File: src/hdl/dps_pkg.sv
// ----------------------------------------------------------------------------
// dps_pkg
// Shared types, constants and register codes for the delayed PD servo.
// ----------------------------------------------------------------------------
package dps_pkg;

  // Command delay line
  localparam int MAX_DELAY   = 16;
  localparam int RING_DEPTH  = MAX_DELAY + 1;
  localparam int PTR_W       = $clog2(RING_DEPTH);
  localparam int DLY_W       = 5;

  // Data widths
  localparam int POS_W       = 24;
  localparam int GAIN_W      = 16;
  localparam int FORCE_W     = 23;
  localparam int PCT_W       = 8;
  localparam int ERR_W       = POS_W + 1;
  localparam int PROD_W      = ERR_W + GAIN_W + 1;
  localparam int SUM_W       = PROD_W;
  localparam int PD_W        = SUM_W - 8;
  localparam int SCALED_W    = FORCE_W + 7;

  // Stiffness clamp
  localparam int PCT_MIN     = 5;
  localparam int PCT_MAX     = 100;

  // Divide by 100: q = (x * RECIP_K) >> RECIP_SHIFT, exact for x below 2^30
  localparam int RECIP_SHIFT = 37;
  localparam int RECIP_W     = 31;
  localparam logic [RECIP_W-1:0] RECIP_K = 31'd1374389535;

  // Configuration port
  localparam int CFG_ADDR_W  = 5;
  localparam int CFG_DATA_W  = 32;

  // Register reset values
  localparam logic [GAIN_W-1:0]  KP_RST    = 16'd256;
  localparam logic [GAIN_W-1:0]  KD_RST    = 16'd0;
  localparam logic [FORCE_W-1:0] FORCE_RST = 23'h7FFFFF;
  localparam logic [PCT_W-1:0]   PCT_RST   = 8'd100;
  localparam logic [DLY_W-1:0]   DLY_RST   = 5'd0;
  localparam logic [POS_W-1:0]   LMIN_RST  = 24'h800000;
  localparam logic [POS_W-1:0]   LMAX_RST  = 24'h7FFFFF;

  // Register indexes (byte address / 4)
  typedef enum logic [2:0] {
    REG_KP_GAIN       = 3'd0,
    REG_KD_GAIN       = 3'd1,
    REG_MAX_FORCE     = 3'd2,
    REG_STIFFNESS_PCT = 3'd3,
    REG_DELAY_TICKS   = 3'd4,
    REG_LIMIT_MIN     = 3'd5,
    REG_LIMIT_MAX     = 3'd6,
    REG_HINGE_MODE    = 3'd7
  } reg_idx_t;

  // Controller states
  typedef enum logic [2:0] {
    ST_IDLE,
    ST_PREP,
    ST_MUL_P,
    ST_MUL_D,
    ST_SCALE,
    ST_DONE
  } state_t;

  typedef struct packed {
    logic        [GAIN_W-1:0]  kp_gain;
    logic        [GAIN_W-1:0]  kd_gain;
    logic        [FORCE_W-1:0] max_force;
    logic        [PCT_W-1:0]   stiffness_pct;
    logic        [DLY_W-1:0]   delay_ticks;
    logic signed [POS_W-1:0]   limit_min;
    logic signed [POS_W-1:0]   limit_max;
    logic                      hinge_mode;
  } cfg_t;

  typedef struct packed {
    logic signed [POS_W-1:0] command_pos;
    logic signed [POS_W-1:0] measured_pos;
    logic signed [POS_W-1:0] measured_vel;
  } in_item_t;

  typedef struct packed {
    logic signed [POS_W-1:0] drive;
    logic signed [POS_W-1:0] unwrapped_pos;
  } out_item_t;

  // Controller to datapath commands
  typedef struct packed {
    logic load;
    logic prep;
    logic mul_p;
    logic mul_d;
    logic scale;
    logic finish;
  } dp_cmd_t;

endpackage

File: src/hdl/dps_regs.sv
// ----------------------------------------------------------------------------
// dps_regs
// Configuration register file behind a two-phase bus port.
// ----------------------------------------------------------------------------
module dps_regs (
  input  logic                           clk,
  input  logic                           rst_n,
  input  logic                           cfg_psel,
  input  logic                           cfg_penable,
  input  logic                           cfg_pwrite,
  input  logic [dps_pkg::CFG_ADDR_W-1:0] cfg_paddr,
  input  logic [dps_pkg::CFG_DATA_W-1:0] cfg_pwdata,
  output logic [dps_pkg::CFG_DATA_W-1:0] cfg_prdata,
  output logic                           cfg_pready,
  output dps_pkg::cfg_t                  cfg
);
  import dps_pkg::*;

  cfg_t     cfg_r;
  cfg_t     cfg_nxt;
  reg_idx_t idx;
  logic     wr_en;

  assign idx        = reg_idx_t'(cfg_paddr[CFG_ADDR_W-1:2]);
  assign wr_en      = cfg_psel && cfg_penable && cfg_pwrite;
  assign cfg_pready = 1'b1;
  assign cfg        = cfg_r;

  // Decode the write
  always_comb begin
    cfg_nxt = cfg_r;
    if (wr_en) begin
      case (idx)
        REG_KP_GAIN:       cfg_nxt.kp_gain       = cfg_pwdata[GAIN_W-1:0];
        REG_KD_GAIN:       cfg_nxt.kd_gain       = cfg_pwdata[GAIN_W-1:0];
        REG_MAX_FORCE:     cfg_nxt.max_force     = cfg_pwdata[FORCE_W-1:0];
        REG_STIFFNESS_PCT: cfg_nxt.stiffness_pct = cfg_pwdata[PCT_W-1:0];
        REG_DELAY_TICKS:   cfg_nxt.delay_ticks   = cfg_pwdata[DLY_W-1:0];
        REG_LIMIT_MIN:     cfg_nxt.limit_min     = signed'(cfg_pwdata[POS_W-1:0]);
        REG_LIMIT_MAX:     cfg_nxt.limit_max     = signed'(cfg_pwdata[POS_W-1:0]);
        REG_HINGE_MODE:    cfg_nxt.hinge_mode    = cfg_pwdata[0];
        default:           cfg_nxt = cfg_r;
      endcase
    end
  end

  always_ff @(posedge clk) begin
    if (!rst_n) begin
      cfg_r.kp_gain       <= KP_RST;
      cfg_r.kd_gain       <= KD_RST;
      cfg_r.max_force     <= FORCE_RST;
      cfg_r.stiffness_pct <= PCT_RST;
      cfg_r.delay_ticks   <= DLY_RST;
      cfg_r.limit_min     <= signed'(LMIN_RST);
      cfg_r.limit_max     <= signed'(LMAX_RST);
      cfg_r.hinge_mode    <= 1'b0;
    end else begin
      cfg_r <= cfg_nxt;
    end
  end

  // Read back
  always_comb begin
    cfg_prdata = '0;
    case (idx)
      REG_KP_GAIN:       cfg_prdata = CFG_DATA_W'(cfg_r.kp_gain);
      REG_KD_GAIN:       cfg_prdata = CFG_DATA_W'(cfg_r.kd_gain);
      REG_MAX_FORCE:     cfg_prdata = CFG_DATA_W'(cfg_r.max_force);
      REG_STIFFNESS_PCT: cfg_prdata = CFG_DATA_W'(cfg_r.stiffness_pct);
      REG_DELAY_TICKS:   cfg_prdata = CFG_DATA_W'(cfg_r.delay_ticks);
      REG_LIMIT_MIN:     cfg_prdata = CFG_DATA_W'(unsigned'(cfg_r.limit_min));
      REG_LIMIT_MAX:     cfg_prdata = CFG_DATA_W'(unsigned'(cfg_r.limit_max));
      REG_HINGE_MODE:    cfg_prdata = CFG_DATA_W'(cfg_r.hinge_mode);
      default:           cfg_prdata = '0;
    endcase
  end

endmodule

File: src/hdl/dps_ctrl.sv
// ----------------------------------------------------------------------------
// dps_ctrl
// Sequencer for one servo tick: prepare, two gain products, scale, deliver.
// ----------------------------------------------------------------------------
module dps_ctrl (
  input  logic             clk,
  input  logic             rst_n,
  input  logic             in_valid,
  output logic             in_ready,
  output logic             out_valid,
  input  logic             out_ready,
  output dps_pkg::dp_cmd_t cmd
);
  import dps_pkg::*;

  state_t state_r;
  state_t state_nxt;
  logic   out_valid_r;
  logic   out_valid_nxt;

  assign in_ready  = (state_r == ST_IDLE);
  assign out_valid = out_valid_r;

  always_ff @(posedge clk) begin
    if (!rst_n) begin
      state_r     <= ST_IDLE;
      out_valid_r <= 1'b0;
    end else begin
      state_r     <= state_nxt;
      out_valid_r <= out_valid_nxt;
    end
  end

  // Next state and datapath commands
  always_comb begin
    state_nxt = state_r;
    cmd       = '0;
    case (state_r)
      ST_IDLE: begin
        if (in_valid) begin
          cmd.load  = 1'b1;
          state_nxt = ST_PREP;
        end
      end
      ST_PREP: begin
        cmd.prep  = 1'b1;
        state_nxt = ST_MUL_P;
      end
      ST_MUL_P: begin
        cmd.mul_p = 1'b1;
        state_nxt = ST_MUL_D;
      end
      ST_MUL_D: begin
        cmd.mul_d = 1'b1;
        state_nxt = ST_SCALE;
      end
      ST_SCALE: begin
        cmd.scale = 1'b1;
        state_nxt = ST_DONE;
      end
      ST_DONE: begin
        // hold until the output register is free
        if (!out_valid_r || out_ready) begin
          cmd.finish = 1'b1;
          state_nxt  = ST_IDLE;
        end
      end
      default: state_nxt = ST_IDLE;
    endcase
  end

  // Output valid flag
  always_comb begin
    out_valid_nxt = out_valid_r;
    if (cmd.finish) begin
      out_valid_nxt = 1'b1;
    end else if (out_ready) begin
      out_valid_nxt = 1'b0;
    end
  end

`ifndef ASSERT_OFF
  a_no_overwrite: assert property (@(posedge clk) disable iff (!rst_n)
    cmd.finish |-> (!out_valid_r || out_ready))
    else $error("result register overwritten while held");

  a_rise_from_finish: assert property (@(posedge clk) disable iff (!rst_n)
    $rose(out_valid_r) |-> $past(cmd.finish))
    else $error("output valid without a finished item");

  a_accept_starts: assert property (@(posedge clk) disable iff (!rst_n)
    (in_valid && in_ready) |=> (state_r == ST_PREP))
    else $error("accepted item not started");
`endif

endmodule

File: src/hdl/dps_dp.sv
// ----------------------------------------------------------------------------
// dps_dp
// Datapath: command clamp, delay ring, unwrap, shared gain multiplier,
// saturation and stiffness scaling.
// ----------------------------------------------------------------------------
module dps_dp (
  input  logic               clk,
  input  logic               rst_n,
  input  dps_pkg::cfg_t      cfg,
  input  dps_pkg::dp_cmd_t   cmd,
  input  dps_pkg::in_item_t  in_data,
  output dps_pkg::out_item_t out_data
);
  import dps_pkg::*;

  // Latched item
  logic signed [POS_W-1:0]  cmd_r;
  logic signed [POS_W-1:0]  meas_r;
  logic signed [POS_W-1:0]  vel_r;

  // Delay ring
  logic signed [POS_W-1:0]  store_r [RING_DEPTH];
  logic [RING_DEPTH-1:0]    valid_r;
  logic signed [POS_W-1:0]  first_r;
  logic [PTR_W-1:0]         wp_r;
  logic [PTR_W-1:0]         wp_nxt;
  logic                     started_r;
  logic signed [POS_W-1:0]  prev_r;

  // Working registers
  logic signed [POS_W-1:0]  cur_r;
  logic signed [ERR_W-1:0]  err_r;
  logic signed [PROD_W-1:0] acc_r;
  logic signed [SUM_W-1:0]  sum_r;
  logic [SCALED_W-1:0]      smag_r;
  logic                     neg_r;
  out_item_t                out_r;

  logic signed [POS_W-1:0]  cmd_clamp;
  logic [PTR_W-1:0]         dly;
  logic [PTR_W:0]           rp_wide;
  logic [PTR_W-1:0]         rp;
  logic signed [POS_W-1:0]  target;
  logic [15:0]              delta;
  logic signed [POS_W:0]    unwrap_sum;
  logic signed [POS_W-1:0]  cur;

  logic signed [ERR_W-1:0]  mul_a;
  logic signed [GAIN_W:0]   mul_b;
  logic signed [PROD_W-1:0] prod;

  logic signed [PD_W-1:0]   pd;
  logic signed [PD_W-1:0]   lim_hi;
  logic signed [PD_W-1:0]   lim_lo;
  logic signed [PD_W-1:0]   sat;
  logic [FORCE_W-1:0]       mag;
  logic [6:0]               pct;
  logic [SCALED_W+RECIP_W-1:0] recip_prod;
  logic [FORCE_W-1:0]       quot;

  // Clamp command: upper limit first
  always_comb begin
    if (cmd_r > cfg.limit_max) begin
      cmd_clamp = cfg.limit_max;
    end else if (cmd_r < cfg.limit_min) begin
      cmd_clamp = cfg.limit_min;
    end else begin
      cmd_clamp = cmd_r;
    end
  end

  // Read pointer delay entries behind the newest one
  always_comb begin
    if (int'(cfg.delay_ticks) > MAX_DELAY) begin
      dly = PTR_W'(MAX_DELAY);
    end else begin
      dly = PTR_W'(cfg.delay_ticks);
    end
    if (wp_r >= dly) begin
      rp_wide = {1'b0, wp_r} - {1'b0, dly};
    end else begin
      rp_wide = {1'b0, wp_r} + (PTR_W+1)'(RING_DEPTH) - {1'b0, dly};
    end
    rp = rp_wide[PTR_W-1:0];
  end

  // Select target; unwritten entries hold the first measured position
  always_comb begin
    if (dly == '0) begin
      target = cmd_clamp;
    end else if (valid_r[rp]) begin
      target = store_r[rp];
    end else if (started_r) begin
      target = first_r;
    end else begin
      target = meas_r;
    end
  end

  // Unwrap the hinge angle against the previous position, saturating (hinge mode only)
  always_comb begin
    delta      = meas_r[15:0] - prev_r[15:0];
    unwrap_sum = (POS_W+1)'(prev_r) + (POS_W+1)'(signed'(delta));
    if (!cfg.hinge_mode) begin
      cur = meas_r;
    end else if (unwrap_sum[POS_W] != unwrap_sum[POS_W-1]) begin
      cur = unwrap_sum[POS_W] ? signed'(LMIN_RST) : signed'(LMAX_RST);
    end else begin
      cur = unwrap_sum[POS_W-1:0];
    end
  end

  assign wp_nxt = (int'(wp_r) == RING_DEPTH - 1) ? '0 : wp_r + 1'b1;

  // Shared gain multiplier
  always_comb begin
    if (cmd.mul_d) begin
      mul_a = ERR_W'(vel_r);
      mul_b = signed'({1'b0, cfg.kd_gain});
    end else begin
      mul_a = err_r;
      mul_b = signed'({1'b0, cfg.kp_gain});
    end
    prod = PROD_W'(mul_a) * PROD_W'(mul_b);
  end

  // Floor shift, saturate, take magnitude and stiffness percent
  always_comb begin
    pd     = PD_W'(sum_r >>> 8);
    lim_hi = signed'(PD_W'(cfg.max_force));
    lim_lo = -lim_hi;
    if (pd > lim_hi) begin
      sat = lim_hi;
    end else if (pd < lim_lo) begin
      sat = lim_lo;
    end else begin
      sat = pd;
    end
    mag = sat[PD_W-1] ? FORCE_W'(-sat) : FORCE_W'(sat);
    if (cfg.stiffness_pct < PCT_W'(PCT_MIN)) begin
      pct = 7'(PCT_MIN);
    end else if (cfg.stiffness_pct > PCT_W'(PCT_MAX)) begin
      pct = 7'(PCT_MAX);
    end else begin
      pct = cfg.stiffness_pct[6:0];
    end
  end

  // Divide by 100 through the reciprocal, truncating toward zero
  always_comb begin
    recip_prod = (SCALED_W+RECIP_W)'(smag_r) * (SCALED_W+RECIP_W)'(RECIP_K);
    quot       = FORCE_W'(recip_prod >> RECIP_SHIFT);
  end

  // Control state of the ring
  always_ff @(posedge clk) begin
    if (!rst_n) begin
      valid_r   <= '0;
      wp_r      <= '0;
      started_r <= 1'b0;
      prev_r    <= '0;
    end else if (cmd.prep) begin
      valid_r[wp_r] <= 1'b1;
      wp_r          <= wp_nxt;
      started_r     <= 1'b1;
      prev_r        <= cur;
    end
  end

  // Payload registers
  always_ff @(posedge clk) begin
    if (cmd.load) begin
      cmd_r  <= in_data.command_pos;
      meas_r <= in_data.measured_pos;
      vel_r  <= in_data.measured_vel;
    end
    if (cmd.prep) begin
      store_r[wp_r] <= cmd_clamp;
      if (!started_r) begin
        first_r <= meas_r;
      end
      cur_r <= cur;
      err_r <= ERR_W'(target) - ERR_W'(cur);
    end
    if (cmd.mul_p) begin
      acc_r <= prod;
    end
    if (cmd.mul_d) begin
      sum_r <= acc_r - prod;
    end
    if (cmd.scale) begin
      smag_r <= SCALED_W'(mag) * SCALED_W'(pct);
      neg_r  <= sat[PD_W-1];
    end
    if (cmd.finish) begin
      out_r.drive         <= neg_r ? -POS_W'(quot) : POS_W'(quot);
      out_r.unwrapped_pos <= cur_r;
    end
  end

  assign out_data = out_r;

`ifndef ASSERT_OFF
  a_wp_range: assert property (@(posedge clk) disable iff (!rst_n)
    int'(wp_r) < RING_DEPTH)
    else $error("write pointer beyond ring");

  a_started_holds: assert property (@(posedge clk) disable iff (!rst_n)
    started_r |=> started_r)
    else $error("started flag dropped without reset");

  a_written_valid: assert property (@(posedge clk) disable iff (!rst_n)
    cmd.prep |=> valid_r[$past(wp_r)])
    else $error("written ring entry not marked valid");
`endif

endmodule

File: src/hdl/delayed_pd_servo.sv
// An accepted item runs the controller states prepare, kp product, kd product,
// scale and deliver around the one shared gain multiplier; deliver waits while the
// output register is still held. A new item is accepted only once the sequence is idle.
// Reset: rst_n is synchronous, active low; it restores register defaults and
// empties the command delay line, which takes the first measured position.
// ----------------------------------------------------------------------------
// delayed_pd_servo
// Top level: PD position servo with delayed command and hinge unwrapping.
// ----------------------------------------------------------------------------
module delayed_pd_servo (
  input  logic                           clk,
  input  logic                           rst_n,
  input  logic                           in_valid,
  output logic                           in_ready,
  input  dps_pkg::in_item_t              in_data,
  output logic                           out_valid,
  input  logic                           out_ready,
  output dps_pkg::out_item_t             out_data,
  input  logic                           cfg_psel,
  input  logic                           cfg_penable,
  input  logic                           cfg_pwrite,
  input  logic [dps_pkg::CFG_ADDR_W-1:0] cfg_paddr,
  input  logic [dps_pkg::CFG_DATA_W-1:0] cfg_pwdata,
  output logic [dps_pkg::CFG_DATA_W-1:0] cfg_prdata,
  output logic                           cfg_pready
);
  import dps_pkg::*;

  cfg_t    cfg;
  dp_cmd_t cmd;

  // Configuration registers
  dps_regs u_regs (
    .clk         (clk),
    .rst_n       (rst_n),
    .cfg_psel    (cfg_psel),
    .cfg_penable (cfg_penable),
    .cfg_pwrite  (cfg_pwrite),
    .cfg_paddr   (cfg_paddr),
    .cfg_pwdata  (cfg_pwdata),
    .cfg_prdata  (cfg_prdata),
    .cfg_pready  (cfg_pready),
    .cfg         (cfg)
  );

  // Tick sequencer
  dps_ctrl u_ctrl (
    .clk       (clk),
    .rst_n     (rst_n),
    .in_valid  (in_valid),
    .in_ready  (in_ready),
    .out_valid (out_valid),
    .out_ready (out_ready),
    .cmd       (cmd)
  );

  // Arithmetic and delay line
  dps_dp u_dp (
    .clk      (clk),
    .rst_n    (rst_n),
    .cfg      (cfg),
    .cmd      (cmd),
    .in_data  (in_data),
    .out_data (out_data)
  );

endmodule
File: config.mk
export PLATFORM = sky130hd
export DESIGN_NAME = delayed_pd_servo
export DESIGN_NICKNAME = d
export VERILOG_FILES = /design/src/hdl/dps_pkg.sv /design/src/hdl/dps_regs.sv /design/src/hdl/dps_ctrl.sv /design/src/hdl/dps_dp.sv /design/src/hdl/delayed_pd_servo.sv
export SDC_FILE = /design/constraint.sdc
export NUM_CORES = 2
export LEC_CHECK = 0
export BUFFER_PORTS_ARGS = -buffer_cell sky130_fd_sc_hd__buf_2
export CAP_MARGIN = 20
export CORE_MARGIN = 3
export CORE_UTILIZATION = 55
export CTS_CLUSTER_SIZE = 14
export DETAILED_ROUTE_END_ITERATION = 16
export PLACE_DENSITY = 0.72
export SYNTH_ARGS = -nofsm -noshare
export SYNTH_HDL_FRONTEND = slang
export SYNTH_SLANG_ARGS = --single-unit
File: constraint.sdc
create_clock -name clk -period 12.6 [get_ports clk]
set_input_delay 2.52 -clock clk [delete_from_list [all_inputs] [get_ports clk]]
set_output_delay 2.52 -clock clk [all_outputs]
set_load 0.05 [all_outputs]
==> results.cfg <==
[worst_setup_path]
critical_path_class = reg2reg
critPathMaxFanout = 10
reg2reg_slack_ns = 0.91
cp.arrival_ns = 12.13
cp.buffers_inverters = 6
crit_start = u_regs.cfg[63]
worst_path_max_delay_cell = or4_1
cp_top_family = simple AND/OR/NAND/NOR gates
endpoint_kind = flip-flop
cpMostUsedCell = inv_1
timing.rr.start = u_regs.cfg[63]
slowest_delay_ns = 0.60
cp.required_ns = 13.05
r2r_end = u_dp.smag_r[28]
crit_path_start_kind = flip-flop
r2r_cells = 45

[synthesis]
synth-edff-count = 708
async_reset_ff_share_pct = 0
syn_area_per_cell_um2 = 10.7
synth_ff_type = edfxtp_1
synthTopCellsByArea = edfxtp_1 (28%), fa_1 (22%), ha_1 (12%)
yosysWarnings = 0
synth_area_um2 = 76200
yosysTopAreaCellShare_pct = 27.9
synthCells = 7132
yosys.area.top_type = edfxtp_1
synth_cell_types = 90
synth-seq-cells = 876
seq_area_frac_synth_pct = 32.3

[min_path]
min-delay-start = u_dp.cur_r[1]
whs_endpoint = u_dp.out_data[1]
holdPathStages = 0
min_path_type = reg2reg

[placement]
gp_congestion = 0.987
place_hpwl_um = 166000
port_buffers = 179
placed_cells_incl_taps = 9006

[power_and_ir_drop]
powerDensity_nw_per_um2 = 242
total_leakage_power_nw = 36.6
peakVddDrop_v = 0.000697

[global_routing]
grt_pass1_vias = 54900
grt_max_degree = 122
top_usage_layer = met2
use_met2_pct = 48.4
use_met3_pct = 7.11
antenna_found_initial = 25
overflow = 0
grt_use_met1_pct = 40.8
grt_pass1_wl_um = 329000
track_usage_pct = 30.6

[finish]
syn2layout_area_growth_pct = 8.83
nNetsFinal = 8994
fin_cells = 9202
fillerInstances = 11000
drive_gt1_share_pct = 9.67
multi_input_comb_area_um2 = 46300
area.sequential_um2 = 24600

[floorplanning]
dieArea_um2 = 143000
fp.dieH_um = 378
ioPinCount = 199
start_util_pct = 55.8
core-area_um2 = 136000
die_w_um = 378
rows = 135

[clocking]
clockBufferDepth = 3
cts_max_level = 3
cts_hold_buf = 0
root_buffer = clkbuf_16
cts_sinks = 876
clock_latency_ns = 0.75
cts_tree = yes
numCtsBuffers = 95
path_clk_slew_ns = 0.06

[run_status]
outcome = completed

[sta]
hold_viol_final = 0
finClkSkew_ns = 0.0712
max_freq_mhz = 85.6
post-route-min-period_ns = 11.69
setup_tns_ns = 0
min_period_over_period_pct = 92.7
rsz0062_at_grt = false
maxSlewViolCount = 0
worst_slew_pin_slew_ns = 1.14
slew_headroom_pct = 23.0
setup_viol = 0

[drt]
antenna_left = 0
firstDrtPassIters = 5
post_drt_wl_per_cell_um = 23.4
drcViolationCount = 0
wl_um = 216000
via_count = 54100
viasPerCell = 5.88
drtIter0Drc = 4981

[job]
cap_violations = 0
[layout by cell type (no fill, tap or decap), types with 18 or more instances in the layout]
cell type,Yosys,routed
mux4_2,105,105
a21boi_0,93,93
dfxtp_1,168,167
a21oi_1,201,199
o211ai_1,67,67
nand2b_1,57,57
fa_1,832,832
nor2_1,528,507
mux2_2,47,47
buf_2,2,178
nand2_1,782,782
inv_1,1246,1244
nand3_1,51,51
clkinv_2,0,18
xor2_1,68,68
clkbuf_1,181,27
nor2b_1,51,51
nand4_1,29,29
edfxtp_1,708,708
and3_1,27,26
a31oi_1,59,58
xnor2_1,173,172
and2_1,38,38
o21a_1,51,51
o22ai_1,18,18
o21ai_0,171,171
a211oi_1,44,44
o21bai_1,28,28
ha_1,718,718
mux2i_1,149,142
a21o_1,103,103
nor2_2,0,20
clkbuf_16,0,95
buf_4,9,125
or2_2,47,47
nor3_1,57,56
[sequential cells by signal, indices dropped and copies added (netlist names), 3 cells and up]
name            count
u_dp.store_r      408
u_dp.first_r       24
u_dp.vel_r         24
u_ctrl.state_r      3
u_dp.cmd_r         24
u_dp.out_data      48
u_dp.acc_r         42
u_dp.meas_r        24
u_dp.err_r         25
u_dp.prev_r        24
u_dp.smag_r        30
u_dp.wp_r           5
u_regs.cfg        117
u_dp.sum_r         34
u_dp.valid_r       17
u_dp.cur_r         24
[worst reg2reg max path: cells and delay by family, from the launching register on]
kind	cells	cell delay, ns
xor+xnor	3	0.42
compound gates	16	3.24
simple gates	12	3.80
fa+ha+maj	8	2.96
buf+inv	6	0.61
flops	1	0.40
[cell families (layout without fill, tap and decap cells)]
kind of cell | after synthesis | in the layout | synth area share [%]
buffers and inverters | 1466 | 1732 | 7.27
DFF | 876 | 876 | 32.3
other | 2 | 25 | 0.00986
adders and majority gates | 1550 | 1550 | 33.6
and+or+nand+nor | 1746 | 1746 | 10.0
AOI/OAI and AO/OA | 950 | 950 | 8.22
xor gates and xnor gates | 241 | 241 | 2.77
muxes | 301 | 301 | 5.75
[worst max-delay path by stage]
stage                 endpoint  slack [ns]  cells after the start
6_report       u_dp.smag_r[28]        0.91                     45
5_1_grt        u_dp.smag_r[28]         0.1                     45
4_1_cts        u_dp.smag_r[28]        0.93                     45
3_5_place_dp   u_dp.smag_r[28]        0.97                     45
3_3_place_gp   u_dp.smag_r[29]        0.97                     46
2_1_floorplan  u_dp.smag_r[29]        1.17                     50
[cell usage after synthesis, types with 29 or more instances]
cell type,instances
inv_1,1246
xor2_1,68
xnor2_1,173
nand2b_1,57
a21o_1,103
edfxtp_1,708
fa_1,832
and2_1,38
a31oi_1,59
mux2_2,47
or2_2,47
a211oi_1,44
nand3_1,51
a21oi_1,201
a21boi_0,93
nand4_1,29
mux2i_1,149
dfxtp_1,168
nor2b_1,51
ha_1,718
o21a_1,51
nand2_1,782
nor3_1,57
o21ai_0,171
nor2_1,528
o211ai_1,67
clkbuf_1,181
mux4_2,105
[power breakdown]
group | internal [W] | switching (W) | total, W
sequential | 0.00368 | 0.000110 | 0.00379
clock | 0.00155 | 0.00124 | 0.00279
combinational | 0.00549 | 0.00796 | 0.0135
total | 0.0107 | 0.00931 | 0.0200
[area by class of cell]
| type | count | area share [%] |
|---|---|---|
| Antenna cell | 16 | 0.0483 |
| Clock buffer | 125 | 3.04 |
| Clock inverter | 49 | 0.703 |
| Inverter | 1247 | 5.65 |
| Multi-Input combinational cell | 4797 | 55.8 |
| Sequential cell | 876 | 29.7 |
| Tap cell | 1781 | 2.69 |
| Timing Repair Buffer | 311 | 2.37 |
[through the flow]
stage               setup WS (ns)  utilization (%)  total power [W]  hold WS (ns)  instance area (um^2)
finish                      0.914             60.8           0.0200         0.422                 82900
global route               0.0988             60.7           0.0218         0.437                 82900
CTS                         0.930             60.7           0.0200         0.421                 82800
detailed placement          0.974             58.4           0.0170         0.411                 79700
global placement            0.972             58.4           0.0168         0.405                 79700
floorplan                    1.17                -           0.0137         0.400                 76200
[layer usage]
| metal | vias to the layer above | wire, um |
|---|---|---|
| li1 | 24100 | - |
| met1 | 27100 | 85200 |
| met2 | 2358 | 99100 |
| met3 | 486 | 21000 |
| met4 | 8 | 10200 |
| met5 | - | 58 |
[what timing repair did]
| item | in CTS | in global routing |
|---|---|---|
| setup buffers | 0 | 0 |
| setup endpoints to repair | 0 | 2 |
| gates resized for setup | 0 | 2 |
No activity file was read; power rests on OpenSTA's default activity.
